==> src/design/acs_pkg.sv <==
// Types, byte codes and helpers shared by the comment stripper files.
package acs_pkg;

    localparam logic [7:0] CH_NUL   = 8'h00;
    localparam logic [7:0] CH_SPACE = 8'h20;
    localparam logic [7:0] CH_NL    = 8'h0A;
    localparam logic [7:0] CH_SLASH = 8'h2F;
    localparam logic [7:0] CH_STAR  = 8'h2A;
    localparam logic [7:0] CH_DQ    = 8'h22;
    localparam logic [7:0] CH_SQ    = 8'h27;
    localparam logic [7:0] CH_BSL   = 8'h5C;
    localparam logic [7:0] CH_AT    = 8'h40;

    typedef struct packed {
        logic [7:0] in_byte;
        logic       in_last;
    } in_item_t;

    typedef struct packed {
        logic [7:0] out_byte;
        logic       out_last;
    } out_item_t;

    typedef enum logic [4:0] {
        MODE_TEXT  = 5'b00001,
        MODE_LINE  = 5'b00010,
        MODE_BLOCK = 5'b00100,
        MODE_QUOTE = 5'b01000,
        MODE_DONE  = 5'b10000
    } scan_mode_t;

    // Byte a held byte turns into when no pair forms.
    function automatic logic [7:0] held_alone(input scan_mode_t mode);
        logic [7:0] res;
        case (mode)
            MODE_TEXT:  res = CH_SLASH;
            MODE_QUOTE: res = CH_BSL;
            default:    res = CH_SPACE;
        endcase
        return res;
    endfunction

endpackage

==> src/design/asm_comment_stripper.sv <==
// Top level of the source comment stripper: scanner and result queue.
//
// Takes one source byte per request and returns the byte stream with comments
// blanked to spaces. Line comments open at the byte in the configuration
// register (0x40 '@' after reset) unless the byte before was a backslash and
// run to the newline, which is kept. Block comments run from slash-star to
// star-slash with their inner newlines kept. Quoted text passes unchanged, and
// a zero byte ends stripping for the rest of the stream. A slash, a star in a
// block comment or a backslash in a quote is held back for one byte so the
// scanner can see what follows; the request marked last flushes it and puts
// the scanner back to its reset state for a new stream. Each input request
// yields zero, one or two result requests. The scanner decides combinationally,
// and its results land in a four-entry result queue that drives the output
// port one byte per cycle unless stalled; the first result is visible the
// cycle after its input is taken if the queue was empty. Input requests are
// taken every cycle while the queue holds at most two results, so the
// sustained rate is one input byte per cycle as long as the output keeps up;
// a request that yields two results needs two output transfers. The
// configuration port is always ready and is to be written only while idle.
module asm_comment_stripper
    import acs_pkg::*;
(
    input  logic       clk,
    input  logic       rst_n,
    input  logic       item_valid,
    output logic       item_ready,
    input  in_item_t   item,
    output logic       result_valid,
    input  logic       result_ready,
    output out_item_t  result,
    input  logic       cfg_valid,
    output logic       cfg_ready,
    input  logic [7:0] cfg_data
);

    // Scanner state.
    scan_mode_t mode_reg, mode_next;
    logic       quote_single_reg, quote_single_next;
    logic       held_reg, held_next;
    logic       prev_bsl_reg, prev_bsl_next;
    logic [7:0] lcc_reg;

    // Result queue: four entries, at most two pushed per cycle.
    out_item_t  queue_mem [4];
    logic [1:0] wr_ptr_reg, rd_ptr_reg;
    logic [2:0] count_reg;

    logic       accept;
    logic       pop;
    logic [1:0] push_n;
    logic [7:0] emit_byte0, emit_byte1;
    logic [7:0] qchar;
    logic [7:0] b;
    logic       last;

    // Fresh-byte decision.
    logic       fr_emit;
    logic [7:0] fr_byte;
    logic       fr_hold;
    scan_mode_t fr_mode;
    logic       fr_single;

    assign cfg_ready    = 1'b1;
    assign item_ready   = (count_reg <= 3'd2);
    assign accept       = item_valid && item_ready;
    assign result_valid = (count_reg != 3'd0);
    assign result       = queue_mem[rd_ptr_reg];
    assign pop          = result_valid && result_ready;

    assign b     = item.in_byte;
    assign last  = item.in_last;
    assign qchar = quote_single_reg ? CH_SQ : CH_DQ;

    // Work out what a byte does when it is not the second half of a pair.
    always_comb
    begin
        fr_emit   = 1'b0;
        fr_byte   = b;
        fr_hold   = 1'b0;
        fr_mode   = mode_reg;
        fr_single = quote_single_reg;
        if (b == CH_NUL)
        begin
            fr_emit = 1'b1;
            fr_mode = MODE_DONE;
        end
        else
        begin
            case (mode_reg)
                MODE_LINE:
                begin
                    fr_emit = 1'b1;
                    if (b == CH_NL)
                    begin
                        fr_mode = MODE_TEXT;
                    end
                    else
                    begin
                        fr_byte = CH_SPACE;
                    end
                end
                MODE_BLOCK:
                begin
                    if (b == CH_STAR)
                    begin
                        fr_hold = 1'b1;
                    end
                    else
                    begin
                        fr_emit = 1'b1;
                        fr_byte = (b == CH_NL) ? b : CH_SPACE;
                    end
                end
                MODE_QUOTE:
                begin
                    if (b == CH_BSL)
                    begin
                        fr_hold = 1'b1;
                    end
                    else
                    begin
                        fr_emit = 1'b1;
                        if (b == qchar)
                        begin
                            fr_mode = MODE_TEXT;
                        end
                    end
                end
                MODE_DONE:
                begin
                    fr_emit = 1'b1;
                end
                default:
                begin
                    // Text; an unknown code also scans as text.
                    fr_mode = MODE_TEXT;
                    if (b == lcc_reg && !prev_bsl_reg && b != CH_NL)
                    begin
                        fr_emit = 1'b1;
                        fr_byte = CH_SPACE;
                        fr_mode = MODE_LINE;
                    end
                    else if (b == CH_SLASH)
                    begin
                        fr_hold = 1'b1;
                    end
                    else
                    begin
                        fr_emit = 1'b1;
                        if (b == CH_DQ || b == CH_SQ)
                        begin
                            fr_single = (b == CH_SQ);
                            fr_mode   = MODE_QUOTE;
                        end
                    end
                end
            endcase
        end
    end

    // Resolve a held byte, then the fresh byte, then the end-of-stream flush.
    always_comb
    begin
        scan_mode_t mode_eff;
        logic       pair;
        logic       tail;
        logic [1:0] n;

        mode_eff          = (mode_reg == MODE_LINE || mode_reg == MODE_BLOCK ||
                             mode_reg == MODE_QUOTE || mode_reg == MODE_DONE)
                            ? mode_reg : MODE_TEXT;
        n                 = 2'd0;
        emit_byte0        = CH_SPACE;
        emit_byte1        = CH_SPACE;
        pair              = 1'b0;
        tail              = 1'b0;
        mode_next         = mode_eff;
        quote_single_next = quote_single_reg;
        held_next         = 1'b0;

        if (held_reg)
        begin
            if (mode_eff == MODE_TEXT && b == CH_STAR)
            begin
                pair      = 1'b1;
                mode_next = MODE_BLOCK;
            end
            else if (mode_eff == MODE_BLOCK && b == CH_SLASH)
            begin
                pair      = 1'b1;
                mode_next = MODE_TEXT;
            end
            else if (mode_eff == MODE_QUOTE && b == qchar)
            begin
                pair       = 1'b1;
                emit_byte0 = CH_BSL;
                emit_byte1 = b;
            end
            if (pair)
            begin
                n = 2'd2;
            end
            else
            begin
                emit_byte0 = held_alone(mode_eff);
                n          = 2'd1;
            end
        end

        if (!pair)
        begin
            mode_next         = fr_mode;
            quote_single_next = fr_single;
            held_next         = fr_hold;
            if (fr_emit)
            begin
                if (n == 2'd0)
                begin
                    emit_byte0 = fr_byte;
                end
                else
                begin
                    emit_byte1 = fr_byte;
                end
                n = n + 2'd1;
            end
        end

        prev_bsl_next = (b == CH_BSL);

        if (last)
        begin
            // Flush a byte still held; it resolves as if the stream ended.
            tail = held_next;
            if (tail)
            begin
                if (n == 2'd0)
                begin
                    emit_byte0 = held_alone(mode_next);
                end
                else
                begin
                    emit_byte1 = held_alone(mode_next);
                end
                n = n + 2'd1;
            end
            mode_next         = MODE_TEXT;
            quote_single_next = 1'b0;
            held_next         = 1'b0;
            prev_bsl_next     = 1'b0;
        end

        push_n = accept ? n : 2'd0;
    end

    // Scanner and configuration registers.
    always_ff @(posedge clk or negedge rst_n)
    begin
        if (!rst_n)
        begin
            mode_reg         <= MODE_TEXT;
            quote_single_reg <= 1'b0;
            held_reg         <= 1'b0;
            prev_bsl_reg     <= 1'b0;
            lcc_reg          <= CH_AT;
        end
        else
        begin
            if (accept)
            begin
                mode_reg         <= mode_next;
                quote_single_reg <= quote_single_next;
                held_reg         <= held_next;
                prev_bsl_reg     <= prev_bsl_next;
            end
            if (cfg_valid)
            begin
                lcc_reg <= cfg_data;
            end
        end
    end

    // Queue pointers and fill level.
    always_ff @(posedge clk or negedge rst_n)
    begin
        if (!rst_n)
        begin
            wr_ptr_reg <= 2'd0;
            rd_ptr_reg <= 2'd0;
            count_reg  <= 3'd0;
        end
        else
        begin
            wr_ptr_reg <= wr_ptr_reg + push_n;
            if (pop)
            begin
                rd_ptr_reg <= rd_ptr_reg + 2'd1;
            end
            count_reg <= count_reg + {1'b0, push_n} - {2'b00, pop};
        end
    end

    // Queue payload; the last flag goes on the final result of the request.
    always_ff @(posedge clk)
    begin
        if (push_n != 2'd0)
        begin
            queue_mem[wr_ptr_reg] <= '{out_byte: emit_byte0,
                                       out_last: last && (push_n == 2'd1)};
        end
        if (push_n == 2'd2)
        begin
            queue_mem[wr_ptr_reg + 2'd1] <= '{out_byte: emit_byte1, out_last: last};
        end
    end

endmodule

==> config.mk <==
export PLATFORM = sky130hd
export DESIGN_NAME = asm_comment_stripper
export DESIGN_NICKNAME = d
export VERILOG_FILES = /design/src/design/acs_pkg.sv /design/src/design/asm_comment_stripper.sv
export SDC_FILE = /design/constraint.sdc
export NUM_CORES = 1
export LEC_CHECK = 0
export ABC_AREA = 1
export BUFFER_PORTS_ARGS = -buffer_cell sky130_fd_sc_hd__buf_4
export CORE_MARGIN = 4
export CORE_UTILIZATION = 61
export DETAILED_ROUTE_END_ITERATION = 10
export PLACE_DENSITY = 0.92
export SYNTH_ARGS = -nofsm -noshare
export SYNTH_HDL_FRONTEND = slang
export SYNTH_SLANG_ARGS = --single-unit
==> constraint.sdc <==
create_clock -name clk -period 4.29 [get_ports clk]
set_clock_uncertainty 0.05 [all_clocks]
set_input_delay 0.2145 -clock clk [delete_from_list [all_inputs] [get_ports clk]]
set_output_delay 0.2145 -clock clk [all_outputs]
set_load 0.02 [all_outputs]
# After elaboration in Yosys (flattened, before gate mapping)
# Memory sizes are Yosys's and may differ from the RTL's.
# Cells that the tools add are included.
# classes
eq_ne	25
n_reduce_logical	24
n_lt_le_gt_ge	1
muxes	81
add_sub_neg	7
# ops
op	count
$mux W8	22
$mux W5	10
$eq A8 B6 Y1 const B	4
$mux W1	29
$pmux W7 S2	2
$pmux W8 S3	1
$mux W7	3
$eq A5 B4 Y1 const B	3
$pmux W5 S3	1
$mux W2	7
$mux W4	3
$eq A5 B1 Y1 const B	2
$eq A5 B3 Y1 const B	2
$add A2 B1 Y2 const B	4
$eq A8 B4 Y1 const B	1
$eq A8 B6 Y1	1
$eq A8 B7 Y1 const B	1
$eq A8 B8 Y1	1
$logic_and A1 B1 Y1	8
$logic_not A8 Y1	1
$ne A2 B2 Y1 const B	4
$ne A8 B4 Y1 const B	1
$reduce_and A7 Y1	1
$pmux W1 S3	2
other kinds (17)	24
# totals
output_inout_bits	12
register_bits	23
ramBits	36
memories	1
input_bits	22
# mem_list
name	words	width	read_ports	rd_clocked_by_memory_dff	wr	line	text
queue_mem	4	9	1	0	2	asm_comment_stripper.sv:44	out_item_t queue_mem [4];

# Logic depth before layout (Yosys ltp)
# Gate-level depths: netlist (run 1).
# depth
depth_word	23
ltp_mapped	23
depth_no_buf	23

# Worst setup path after synthesis (run 1)
# Ideal clock, no wire load.
# synth_timing
kind	register to register
from	register mode_reg[1]
to	register count_reg[2]
period_less_slack_ps	3425
setup_slack_ps	865
required_ps	4111
arrival_ps	3247
n_path_buf	0
stages_incl_launch_ff	21
setup_time_ps	129
path_cell_list	dfrtp_1 -> nor2_4 -> nand2_2 -> nor2_4 -> nor2_4 -> nand3_4 -> nand3_2 -> nor2_4 -> inv_1 -> ha_1 -> nand3_1 -> nand2_1 -> inv_1 -> ha_1 -> inv_1 -> nand2_4 -> nand3_4 -> ha_1 -> fa_1 -> xnor2_1 -> xor2_1
# synth_between
elab_chain_len	22
word_cells_on_any_way	36
classes_between	4 x add/sub; 7 x eq/ne; 18 x mux; 7 x reduce/logical
# synth_lines
item	line	text
start: declaration	asm_comment_stripper.sv:37	scan_mode_t mode_reg, mode_next;
start signal: assignment	asm_comment_stripper.sv:271	mode_reg <= mode_next;
$eq A5 B2 Y1 / $eq A5 B3 Y1 (equally long branches)	asm_comment_stripper.sv:89, asm_comment_stripper.sv:169	
$logic_or A1 B1 Y1 (2 in series)	asm_comment_stripper.sv:169	mode_eff = (mode_reg == MODE_LINE || mode_reg == MODE_BLOCK ||
$logic_or A1 B1 Y1	asm_comment_stripper.sv:170	mode_reg == MODE_QUOTE || mode_reg == MODE_DONE)
$mux W5	asm_comment_stripper.sv:171	? mode_reg : MODE_TEXT;
$eq A5 B4 Y1	asm_comment_stripper.sv:193	else if (mode_eff == MODE_QUOTE && b == qchar)
$logic_and A1 B1 Y1	asm_comment_stripper.sv:193	
$mux W1	asm_comment_stripper.sv:193	
$mux W1	asm_comment_stripper.sv:188	else if (mode_eff == MODE_BLOCK && b == CH_SLASH)
[... 5 more ...]	n/a	
$mux W2	asm_comment_stripper.sv:215	if (fr_emit)
$mux W2	asm_comment_stripper.sv:210	if (!pair)
$add A2 B1 Y2	asm_comment_stripper.sv:245	n = n + 2'd1;
$mux W2	asm_comment_stripper.sv:235	if (tail)
$mux W2 *	asm_comment_stripper.sv:231	if (last)
$mux W2 *	asm_comment_stripper.sv:253	push_n = accept ? n : 2'd0;
$add A3 B2 Y3 *	asm_comment_stripper.sv:299	count_reg <= count_reg + {1'b0, push_n} - {2'b00, pop};
$sub A3 B1 Y3 *	asm_comment_stripper.sv:299	
end signal: assignment	asm_comment_stripper.sv:299	
end: declaration	asm_comment_stripper.sv:46	logic [2:0] count_reg;
# Mark *: on every way between the ends. The rest lies on a longest branch, timed or not. The select of a mux whose other input is x is not followed.
# A chain may end at the register's enable or synchronous reset.

# Worst setup path after layout (run 1)
# layout_timing
from	register mode_reg[2]
to	register count_reg[2]
# The elaborated chain is that of the path after synthesis.

==> results of run 1 <==
## cells in the mapped netlist, types with 9 or more instances
master and count:
o22ai_1 11, nor2_2 9, nand2_1 191, inv_1 55
nand3_2 9, nor2_1 49, edfxtp_1 36, nor2_4 9
dfrtp_1 21, a21oi_1 9, nand3_1 70, o21ai_0 33
## worst reg2reg max path: stages (launching register included)
cell     delay (ns)
dfrtp_1        0.44
nor2_2         0.18
nand2_1        0.07
nor2_1         0.23
nor2_4         0.11
nand3_4        0.09
nand3_2        0.11
nor2_4         0.13
inv_1          0.05
ha_1           0.27
nand3_1        0.13
nand2_1        0.10
inv_1          0.04
ha_1           0.26
inv_1          0.06
nand2_4        0.09
nand3_4        0.12
ha_1           0.33
fa_1           0.43
xnor2_1        0.19
xor2_1         0.15
## path summary, 6_finish.rpt
path | startpoint | slack [ns] | depth (start not counted) | endpoint
hold reg to reg | prev_bsl_reg$_DFFE_PN0P_ | 0.45 | 2 | prev_bsl_reg$_DFFE_PN0P_
min in group asynchronous | rst_n | 0.25 | 2 | rd_ptr_reg[0]$_DFFE_PN0P_
setup / recovery | mode_reg[2]$_DFFE_PN0P_ | 0.57 | 20 | count_reg[2]$_DFF_PN0_
max in group asynchronous | rst_n | 3.64 | 2 | lcc_reg[6]$_DFFE_PN1P_
hold / removal | cfg_data[3] | 0.03 | 3 | lcc_reg[3]$_DFFE_PN0P_
setup reg to reg | mode_reg[2]$_DFFE_PN0P_ | 0.57 | 20 | count_reg[2]$_DFF_PN0_
## layout by cell type, fill, tap and decap left out, drive strengths merged, types with 3 or more instances in the layout
| cell | count |
|---|---|
| nand2 | 199 |
| nor2 | 69 |
| xor2 | 5 |
| ha | 6 |
| nand4 | 4 |
| clkbuf | 11 |
| a21oi | 10 |
| nor3 | 3 |
| o21ai | 40 |
| clkinv | 8 |
| edfxtp | 36 |
| nand3 | 83 |
| inv | 62 |
| dfrtp | 21 |
| buf | 34 |
| o22ai | 11 |
## cell families (layout without fill, tap and decap cells)
logic type | count (synthesis) | after routing | share of synthesized area, %
fa+ha+maj | 7 | 7 | 2.24
mux | 1 | 1 | 0.265
xor+xnor | 7 | 7 | 1.44
compound gates | 68 | 68 | 9.00
other cells | 1 | 1 | 0.0882
flops | 59 | 59 | 39.0
buf+inv | 78 | 118 | 7.50
simple gates | 359 | 359 | 40.5
## timing repair
action	CTS	global route
gates resized for setup	0	0
setup endpoints to repair	0	0
hold buffers	1	0
endpoints found under the hold margin	22	0
## metal layers
layer / wire (um) / vias to the layer above / global-route usage, %
li1: - / 1976 / -
met1: 4400 / 1822 / 32.6
met2: 5550 / 211 / 48.1
met3: 690 / 41 / 4.23
met4: 323 / 0 / 13.1
met5: 0 / - / 0
## cell type report
cell class              count  area [um^2]
multi-input cells         443         2280
clock buffers              11          141
inverters                  67          251
well taps                  96          120
fillers                   516         2050
repair buffers             35          265
clock inverters             5         30.0
flip-flops and latches     59         1660
## power by group through the flow
stage	Clock, uW	Combinational [uW]	Sequential [uW]
4_1_cts	460	779	788
2_1_floorplan	0	546	752
6_report	457	777	790
5_1_grt	488	864	802
3_5_place_dp	0	777	799
3_3_place_gp	0	738	790
## metrics by stage
step | utilization (%) | std cells | cell area (um^2) | setup slack [ns] | total power [uW]
2_1_floorplan | - | 580 | 4250 | 0.865 | 1300
4_1_cts | 69.8 | 716 | 4740 | 0.563 | 2030
3_5_place_dp | 67.1 | 699 | 4560 | 0.591 | 1580
3_3_place_gp | 67.1 | 699 | 4560 | 0.732 | 1530
5_1_grt | 69.8 | 716 | 4740 | 0.311 | 2150
6_report | 69.8 | 716 | 4740 | 0.570 | 2020
==> results.py, run 1 <==
metrics = {
    "outcome": {
        "status": "finished clean",
    },
    "routing": {
        "post-route-drc-count": 0,
        "final_antenna_net_count": 0,
        "first_pass_iters": 5,
        "drt_iter0_markers": 300,
        "wire_per_inst_um": 15.3,
        "wirelength_um": 11000,
        "vias": 4050,
        "via_per_inst": 5.66,
    },
    "logic_synthesis": {
        "yosysTopAreaCell": "edfxtp_1",
        "syn_avg_cell_area_um2": 7.33,
        "synthesis.nets": 609,
        "netlist.area_leader.share_pct": 25.4,
        "ys.warnings.count": 0,
        "ys_types": 38,
        "synth_edf_count": 36,
        "synth_flop_cell": "edfxtp_1",
        "netlist_area_um2": 4250,
        "synth_area_leaders": "edfxtp_1, nand2_1, dfrtp_1, nand3_1, inv_1",
        "ys_seq_area_share_pct": 39.0,
        "ys_async_sr_fraction_pct": 39.0,
        "postSynthCellCount": 580,
        "synth-seq-cells": 59,
    },
    "worst_setup_path": {
        "start_kind": "flop",
        "cp.required_ns": 4.52,
        "worstSetupPathType": "flop to flop",
        "cpLargestDelayFamily": "simple AND/OR/NAND/NOR gates",
        "end_kind": "flop",
        "cp_num_buf_inv": 3,
        "slowest_stage": "dfrtp_1",
        "slowest_delay_ns": 0.44,
        "worstPathArrival_ns": 3.95,
        "crit_path_cell_trace": "nor2_2 > nand2_1 > nor2_1 > nor2_4 > nand3_4 > nand3_2 > nor2_4 > inv_1 > ha_1 > nand3_1 > nand2_1 > inv_1 > ha_1 > inv_1 > nand2_4 > nand3_4 > ha_1 > fa_1 > xnor2_1 > xor2_1",
        "critPathMaxFanout": 5,
    },
    "power_and_ir_drop": {
        "power.clock.fraction_pct": 22.6,
        "p_per_area_nw_per_um2": 427,
        "ir_drop_mv": 0.213,
        "p_seq_share_pct": 39.0,
        "switching_share_pct": 40.5,
        "pwr-share-comb_pct": 38.4,
        "switchingPower_uw": 820,
        "p_int_uw": 1200,
        "p_leak_uw": 0.00230,
    },
    "sta": {
        "tns_ns": 0,
        "slew_headroom_pct": 48.5,
        "fin_hold_ws_ns": 0.0265,
        "hold_viol": 0,
        "period_share_pct": 86.7,
        "slew_violations": 0,
        "worstMarginPinSlew_ns": 0.769,
        "max_freq_mhz": 269,
        "rsz0062_at_grt": "false",
        "layout_min_cycle_time_ns": 3.72,
        "setup_viol": 0,
    },
    "clock_network": {
        "numCtsBuffers": 9,
        "postCtsSetupBuffers": 0,
        "clk_pin_slew_worst_paths_ns": 0.07,
        "htreeDepth": 3,
        "cts_tree": "yes",
        "cts.sinks": 59,
        "clk_latency_ns": 0.35,
        "root_buffer": "clkbuf_8",
        "cts.path.max_buffers": 2,
    },
    "finish": {
        "nets": 644,
        "areaGrowthSynthToFinish_pct": 11.5,
        "drive_above_1_share_pct": 16.5,
        "antenna_cells": 0,
        "largest_reg_flops": 36,
    },
    "grt": {
        "grt_usage_pct": 27.4,
        "antenna_found_initial": 0,
        "grt_max_degree": 33,
        "grt_overflow_total": 0,
        "grt_pass1_vias": 3911,
        "grt_first_pass_wirelength_um": 18500,
    },
    "run": {
        "cap_violations": 0,
    },
    "floorplanning": {
        "die-area_um2": 8370,
        "rows": 30,
        "die_h_um": 91.5,
        "core_area_um2": 6790,
        "io_pins": 34,
        "initial_core_util_pct": 62.6,
        "die_w_um": 91.5,
    },
    "worst_hold_path": {
        "hold_path.class": "input pin to flop",
    },
    "placed_design": {
        "io_buffers": 32,
        "routabilityCongestion": 0.969,
        "dp_hpwl_um": 8520,
    },
}
Power figures use the tool's default switching activity.
==> run 2: changes to the inputs <==
- CORE_UTILIZATION: 61 -> 63
- CTS_BUF_LIST: unset -> sky130_fd_sc_hd__clkbuf_4 sky130_fd_sc_hd__clkbuf_8
- GPL_TIMING_DRIVEN: unset -> 0
- PLACE_DENSITY: 0.92 -> 0.94
==> run 2 against run 1 <==
Compared with the run above:
- power up 7.1%
- critical path depth down 1
- clock-buffer cell count down 2
- register-to-register slack worse by 0.18 ns
- largest power group is now combinational cells
- highest routed layer unchanged
==> results.py, run 2 (synthesis results as in run 1) <==
metrics = {
    "finish": {
        "fillCellCount": 477,
        "largest_reg_flops": 36,
        "final_common_cell": "nand2_1",
        "fin_cells": 706,
        "antenna_cells": 0,
        "drive_above_1_share_pct": 16.7,
        "final_cell_mix": "nand2_1, nand3_1, inv_1",
        "areaGrowthSynthToFinish_pct": 13.4,
        "nets": 653,
        "fin_util_pct": 74.7,
    },
    "routing": {
        "wire_per_inst_um": 16.0,
        "wirelength_um": 11300,
        "final_antenna_net_count": 0,
        "via_per_inst": 5.95,
        "first_pass_iters": 6,
        "drt_iter0_markers": 452,
        "post-route-drc-count": 0,
        "vias": 4198,
    },
    "sta": {
        "layout_min_cycle_time_ns": 3.90,
        "worstMarginPinSlew_ns": 0.895,
        "setup_viol": 0,
        "slew_headroom_pct": 40.0,
        "hold_viol": 0,
        "slew_violations": 0,
        "worst_slack_ns": 0.385,
        "period_share_pct": 91.0,
        "max_freq_mhz": 256,
        "rsz0062_at_grt": "false",
        "tns_ns": 0,
    },
    "power_and_ir_drop": {
        "ir_drop_mv": 0.198,
        "total_power_uw": 2170,
        "p_per_area_nw_per_um2": 449,
        "p_leak_uw": 0.00234,
    },
    "placed_design": {
        "dp.cells": 689,
        "io_buffers": 32,
        "post-place-ws_ns": 0.389,
        "routabilityCongestion": 0.963,
        "dp_hpwl_um": 8560,
    },
    "floorplanning": {
        "core_area_um2": 6460,
        "rows": 29,
        "io_pins": 34,
        "die-area_um2": 8130,
        "die_h_um": 90.2,
        "die_w_um": 90.2,
        "initial_core_util_pct": 65.9,
    },
    "clock_network": {
        "root_buffer": "clkbuf_8",
        "postCtsSetupBuffers": 0,
        "cts.path.max_buffers": 2,
        "htreeDepth": 3,
        "cts.repair.resized": 0,
        "clk_latency_ns": 0.34,
        "cts.sinks": 59,
        "holdBufCountCts": 1,
        "clk_pin_slew_worst_paths_ns": 0.07,
        "numCtsBuffers": 9,
        "cts_tree": "yes",
    },
    "worst_setup_path": {
        "end_kind": "flop",
        "cp.required_ns": 4.21,
        "critPathMaxFanout": 10,
        "ff2ff_path_depth": 19,
        "r2r_slack_ns": 0.39,
        "worstSetupPathType": "flop to flop",
        "worstSetupEndpoint": "queue_mem[1][0]$_DFFE_PP_",
        "worstReg2RegEnd": "queue_mem[1][0]$_DFFE_PP_",
        "cp-startpoint": "mode_reg[1]$_DFFE_PN0P_",
        "timing.rr.start": "mode_reg[1]$_DFFE_PN0P_",
        "start_kind": "flop",
        "worstPathArrival_ns": 3.82,
    },
    "worst_hold_path": {
        "hold_path.class": "input pin to flop",
        "holdPathStages": 3,
    },
    "grt": {
        "grt_overflow_total": 0,
        "grt_usage_pct": 28.8,
        "antenna_found_initial": 0,
        "grt_first_pass_wirelength_um": 19100,
        "grt_max_degree": 24,
        "grt_pass1_vias": 4100,
    },
    "outcome": {
        "status": "finished clean",
    },
    "run": {
        "cap_violations": 0,
    },
}
==> run 2: cell types whose count changed in the layout (fill, tap and decap cells not counted) <==
cell        change
clkinvlp_4      -2
clkinv_4        +3
inv_6           +1
clkbuf_8        -1
buf_6           +3
clkinv_2        -2
clkbuf_1        +6
bufinv_16       +2
buf_4           -1
==> run 2: worst min-delay path by stage <==
stage                            from                endpoint
after floorplan                 rst_n  count_reg[0]$_DFF_PN0_
after global placement          rst_n  lcc_reg[1]$_DFFE_PN0P_
after detailed placement        rst_n  lcc_reg[0]$_DFFE_PN0P_
after CTS                 cfg_data[7]  lcc_reg[7]$_DFFE_PN0P_
after global routing      cfg_data[2]  lcc_reg[2]$_DFFE_PN0P_
final                     cfg_data[2]  lcc_reg[2]$_DFFE_PN0P_
==> run 2: final cells by class <==
type / count / area [um^2] / area share [%]
well taps: 77 / 96.3 / 2.00
plain buffers: 11 / 67.6 / 1.40
clock buffers: 9 / 124 / 2.57
flip-flops and latches: 59 / 1660 / 34.4
inverters: 67 / 251 / 5.21
repair buffers: 33 / 250 / 5.19
clock inverters: 7 / 100 / 2.07
multi-input cells: 443 / 2280 / 47.2
==> run 2: layer usage <==
| layer | global-route usage, % | up-vias | share of wire, % |
|---|---|---|---|
| met4 | 14.8 | 0 | 4.2 |
| met2 | 51.4 | 295 | 50 |
| met1 | 32.8 | 1854 | 37 |
| met5 | 0 | - | 0 |
| li1 | - | 1988 | - |
| met3 | 5.26 | 61 | 8.7 |
==> run 2: per-stage QoR <==
stage                     cell area [um^2]  hold WS, ns
after CTS                             4820       0.0246
after global routing                  4820       0.0461
after floorplan                       4250       -0.131
final                                 4820       0.0294
after global placement                4590       0.0812
after detailed placement              4590       0.0936
==> run 2: critical path, cell delays in order (launching register included) <==
cell and delay [ns]:
dfrtp_1 0.43, nor2_4 0.21, nand2_1 0.07, nand2_1 0.06, nand2_1 0.19, nand3_4 0.18, nand3_2 0.13, nor2_4 0.14
inv_1 0.06, ha_1 0.27, nand3_1 0.14, nand2_1 0.10, inv_1 0.04, ha_1 0.27, inv_1 0.06, nand2_4 0.08
inv_2 0.04, nor2_4 0.16, nand3_2 0.25, o21ai_1 0.59
==> run 2: power by group <==
part	total, uW	switching, uW	leakage [uW]	internal [uW]
logic	836	557	0.00162	279
clock network	575	244	0.000114	331
registers	756	47.4	0.000612	709
total	2170	849	0.00234	1320
==> run 3: changes to the inputs <==
- ABC_AREA: 1 -> unset
- CORE_UTILIZATION: 63 -> 62
- CTS_CLUSTER_DIAMETER: unset -> 100
- PLACE_DENSITY: 0.94 -> 0.93
==> run 3 against run 2 <==
Compared with the run above:
- maximum frequency is 5.3% lower
- combinational power is 18% lower
- synthesized area is 8.1% lower
- core utilization is 0.094 points lower
- wire length is 19% lower
- clock power is 20% lower
- critical path depth is 2 lower
- hold slack better by 0.014 ns
==> results.py, run 3 <==
metrics = {
    "worst_setup_path": {
        "slowest_stage": "or4b_4",
        "cp.required_ns": 4.47,
        "worstSetupPathType": "flop to flop",
        "worstPathArrival_ns": 4.30,
        "cp_common_cell": "ha_1",
        "start_kind": "flop",
        "slowest_delay_ns": 0.51,
        "critPathMaxFanout": 8,
        "crit_path_cell_trace": "buf_6 > or4b_4 > buf_6 > nor2_2 > nand3b_1 > a31oi_4 > inv_2 > ha_1 > o21ai_2 > ha_1 > nand3_2 > a21oi_4 > inv_2 > ha_1 > fa_1 > xor2_2 > xnor2_1",
        "end_kind": "flop",
    },
    "floorplanning": {
        "core_area_um2": 6030,
        "rows": 28,
        "die-area_um2": 7640,
        "die_w_um": 87.4,
        "initial_core_util_pct": 64.9,
        "io_pins": 34,
        "die_h_um": 87.4,
    },
    "sta": {
        "slew_violations": 0,
        "fin_hold_ws_ns": 0.0437,
        "max_freq_mhz": 243,
        "slew_headroom_pct": 27.6,
        "setup_viol": 0,
        "period_share_pct": 96.1,
        "worstMarginPinSlew_ns": 1.07,
        "hold_viol": 0,
        "layout_min_cycle_time_ns": 4.12,
    },
    "routing": {
        "first_pass_iters": 6,
        "wire_per_inst_um": 19.0,
        "wirelength_um": 9180,
        "post-route-drc-count": 0,
        "drt_iter0_markers": 312,
        "final_antenna_net_count": 0,
        "via_per_inst": 6.56,
        "vias": 3168,
    },
    "power_and_ir_drop": {
        "switchingPower_uw": 648,
        "power.clock.fraction_pct": 24.3,
        "switching_share_pct": 34.1,
        "pwr-share-comb_pct": 36.0,
        "ir_drop_mv": 0.344,
        "p_leak_uw": 0.00164,
        "total_power_uw": 1900,
        "p_per_area_nw_per_um2": 422,
        "p_seq_share_pct": 39.7,
        "p_int_uw": 1250,
    },
    "finish": {
        "multiInputGateArea_um2": 2140,
        "fillCellCount": 411,
        "final_common_cell": "edfxtp_1",
        "largest_reg_flops": 36,
        "antenna_cells": 0,
        "fin_area_um2": 4500,
        "nets": 432,
        "drive_above_1_share_pct": 25.5,
        "areaGrowthSynthToFinish_pct": 15.0,
        "final_cell_mix": "edfxtp_1, buf_4, mux2i_1",
        "fin_cells": 483,
        "seq_area_um2": 1660,
    },
    "logic_synthesis": {
        "synth_mux_area_share_pct": 16.4,
        "postSynthCellCount": 358,
        "syn_avg_cell_area_um2": 10.9,
        "synthesis.nets": 387,
        "synth-seq-cells": 59,
        "netlist.area_leader.share_pct": 27.7,
        "synthTopCellsByCount": "edfxtp_1, mux2i_1, nor2_1",
        "ys_seq_area_share_pct": 42.4,
        "yosysMostFrequentCell": "edfxtp_1",
        "synthSimpleGateAreaFrac_pct": 17.0,
        "synth_xor_area_share_pct": 3.81,
        "synth_compound_area_share_pct": 13.5,
        "yosys.area_share.adder_pct": 2.43,
        "ys_async_sr_fraction_pct": 39.0,
        "synth_area_leaders": "edfxtp_1, dfrtp_1, mux2i_1, mux4_2, xnor2_1",
        "yosysTopAreaCell": "edfxtp_1",
        "netlist_area_um2": 3910,
        "ys.warnings.count": 0,
        "synth_flop_cell": "edfxtp_1",
        "synth_top_family_by_area": "simple AND/OR/NAND/NOR gates",
        "ys_types": 72,
        "synth_edf_count": 36,
    },
    "clock_network": {
        "root_buffer": "clkbuf_8",
        "cts.sinks": 59,
        "htreeDepth": 3,
        "clk_pin_slew_worst_paths_ns": 0.07,
        "clk_latency_ns": 0.35,
        "cts.path.max_buffers": 2,
        "numCtsBuffers": 9,
        "cts_tree": "yes",
    },
    "placed_design": {
        "dp.cells": 462,
        "routabilityCongestion": 0.976,
        "io_buffers": 29,
        "place_area_um2": 4220,
        "dp_hpwl_um": 6620,
    },
    "grt": {
        "grt_util_met1_pct": 33.1,
        "use_met2_pct": 41.2,
        "grt_overflow_total": 0,
        "grt_usage_pct": 25.1,
        "grt_pass1_vias": 3002,
        "antenna_found_initial": 0,
        "gr-max-usage-layer": "met2",
        "use_met3_pct": 5.39,
        "grt_first_pass_wirelength_um": 14800,
        "grt_max_degree": 24,
    },
    "outcome": {
        "status": "finished clean",
    },
    "run": {
        "cap_violations": 0,
    },
    "worst_hold_path": {
        "hold_path.class": "input pin to flop",
    },
}
## run 3: cell types whose count changed after synthesis, moves of 8 or more
cell / previous run / this run
o22ai_1: 11 / 2
mux4_2: 0 / 9
nand3_1: 70 / 8
inv_1: 55 / 12
nor3_1: 3 / 12
nand3_2: 9 / 1
mux2i_1: 0 / 30
mux2_2: 1 / 10
nor2_4: 9 / 0
xnor2_1: 2 / 14
nor2_1: 49 / 27
nand2_1: 191 / 18
o21ai_0: 33 / 16
nor2_2: 9 / 0
## run 3: critical path: cells and delay by family, from the launching register on
kind	cells	cell delay, ns
compound gates	3	0.53
xor+xnor	2	0.28
fa+ha+maj	4	1.36
buf+inv	4	0.48
flops	1	0.38
simple gates	4	0.93
## run 3: layout make-up
class | instances | share of cell area, %
Clock buffer | 11 | 3.23
Clock inverter | 5 | 0.668
Timing Repair Buffer | 34 | 5.73
Inverter | 13 | 1.09
Multi-Input combinational cell | 267 | 47.6
Sequential cell | 59 | 36.9
Tap cell | 75 | 2.09
Buffer | 19 | 2.67
## run 3: metrics by stage
stage               setup TNS [ns]  setup slack (ns)  util [%]
floorplan                        0             0.199         -
global placement            -14.83            -0.481      70.0
detailed placement          -15.62            -0.506      70.0
CTS                              0            0.0195      73.7
global route               -0.0160           -0.0153      74.6
finish                           0             0.169      74.6
## run 3: power by group through the flow
stage / registers, uW / clock network, uW / logic, uW
6_report: 755 / 461 / 683
5_1_grt: 766 / 491 / 749
4_1_cts: 756 / 462 / 677
3_5_place_dp: 768 / 0 / 661
3_3_place_gp: 762 / 0 / 643
2_1_floorplan: 754 / 0 / 464
## run 3: what timing repair did
action                                 4_1_cts  5_1_grt
endpoints found under the hold margin       23        0
gates cloned                                 0        0
setup endpoints to repair                   47       53
hold buffers                                 1        0
buffers inserted                             0        4
gates resized for setup                      6        6
pin swaps                                    0        3
## run 3: per-layer routing
metal / part of all wire, % / up-vias
li1: - / 1458
met1: 41 / 1519
met2: 49 / 164
met3: 8.0 / 27
met4: 1.9 / 0
met5: 0 / -
## run 3: path summary, 6_finish.rpt
path / cells after the start / end / start / slack (ns)
max reg2reg: 17 / count_reg[2]$_DFF_PN0_ / mode_reg[4]$_DFFE_PN0P_ / 0.17
max: 17 / count_reg[2]$_DFF_PN0_ / mode_reg[4]$_DFFE_PN0P_ / 0.17
max in group asynchronous: 2 / mode_reg[0]$_DFFE_PN1P_ / rst_n / 3.66
min reg2reg: 1 / count_reg[2]$_DFF_PN0_ / count_reg[2]$_DFF_PN0_ / 0.45
min: 2 / lcc_reg[6]$_DFFE_PN1P_ / cfg_data[6] / 0.04
min in group asynchronous: 2 / rd_ptr_reg[1]$_DFFE_PN0P_ / rst_n / 0.24
## run 3: kinds of logic (layout without fill, tap and decap cells)
group           after synthesis  in the layout
buf+inv                      32             82
compound gates               74             74
flops                        59             59
fa+ha+maj                     7              7
xor+xnor                     17             17
simple gates                117            117
mux                          51             51
other cells                   1              1
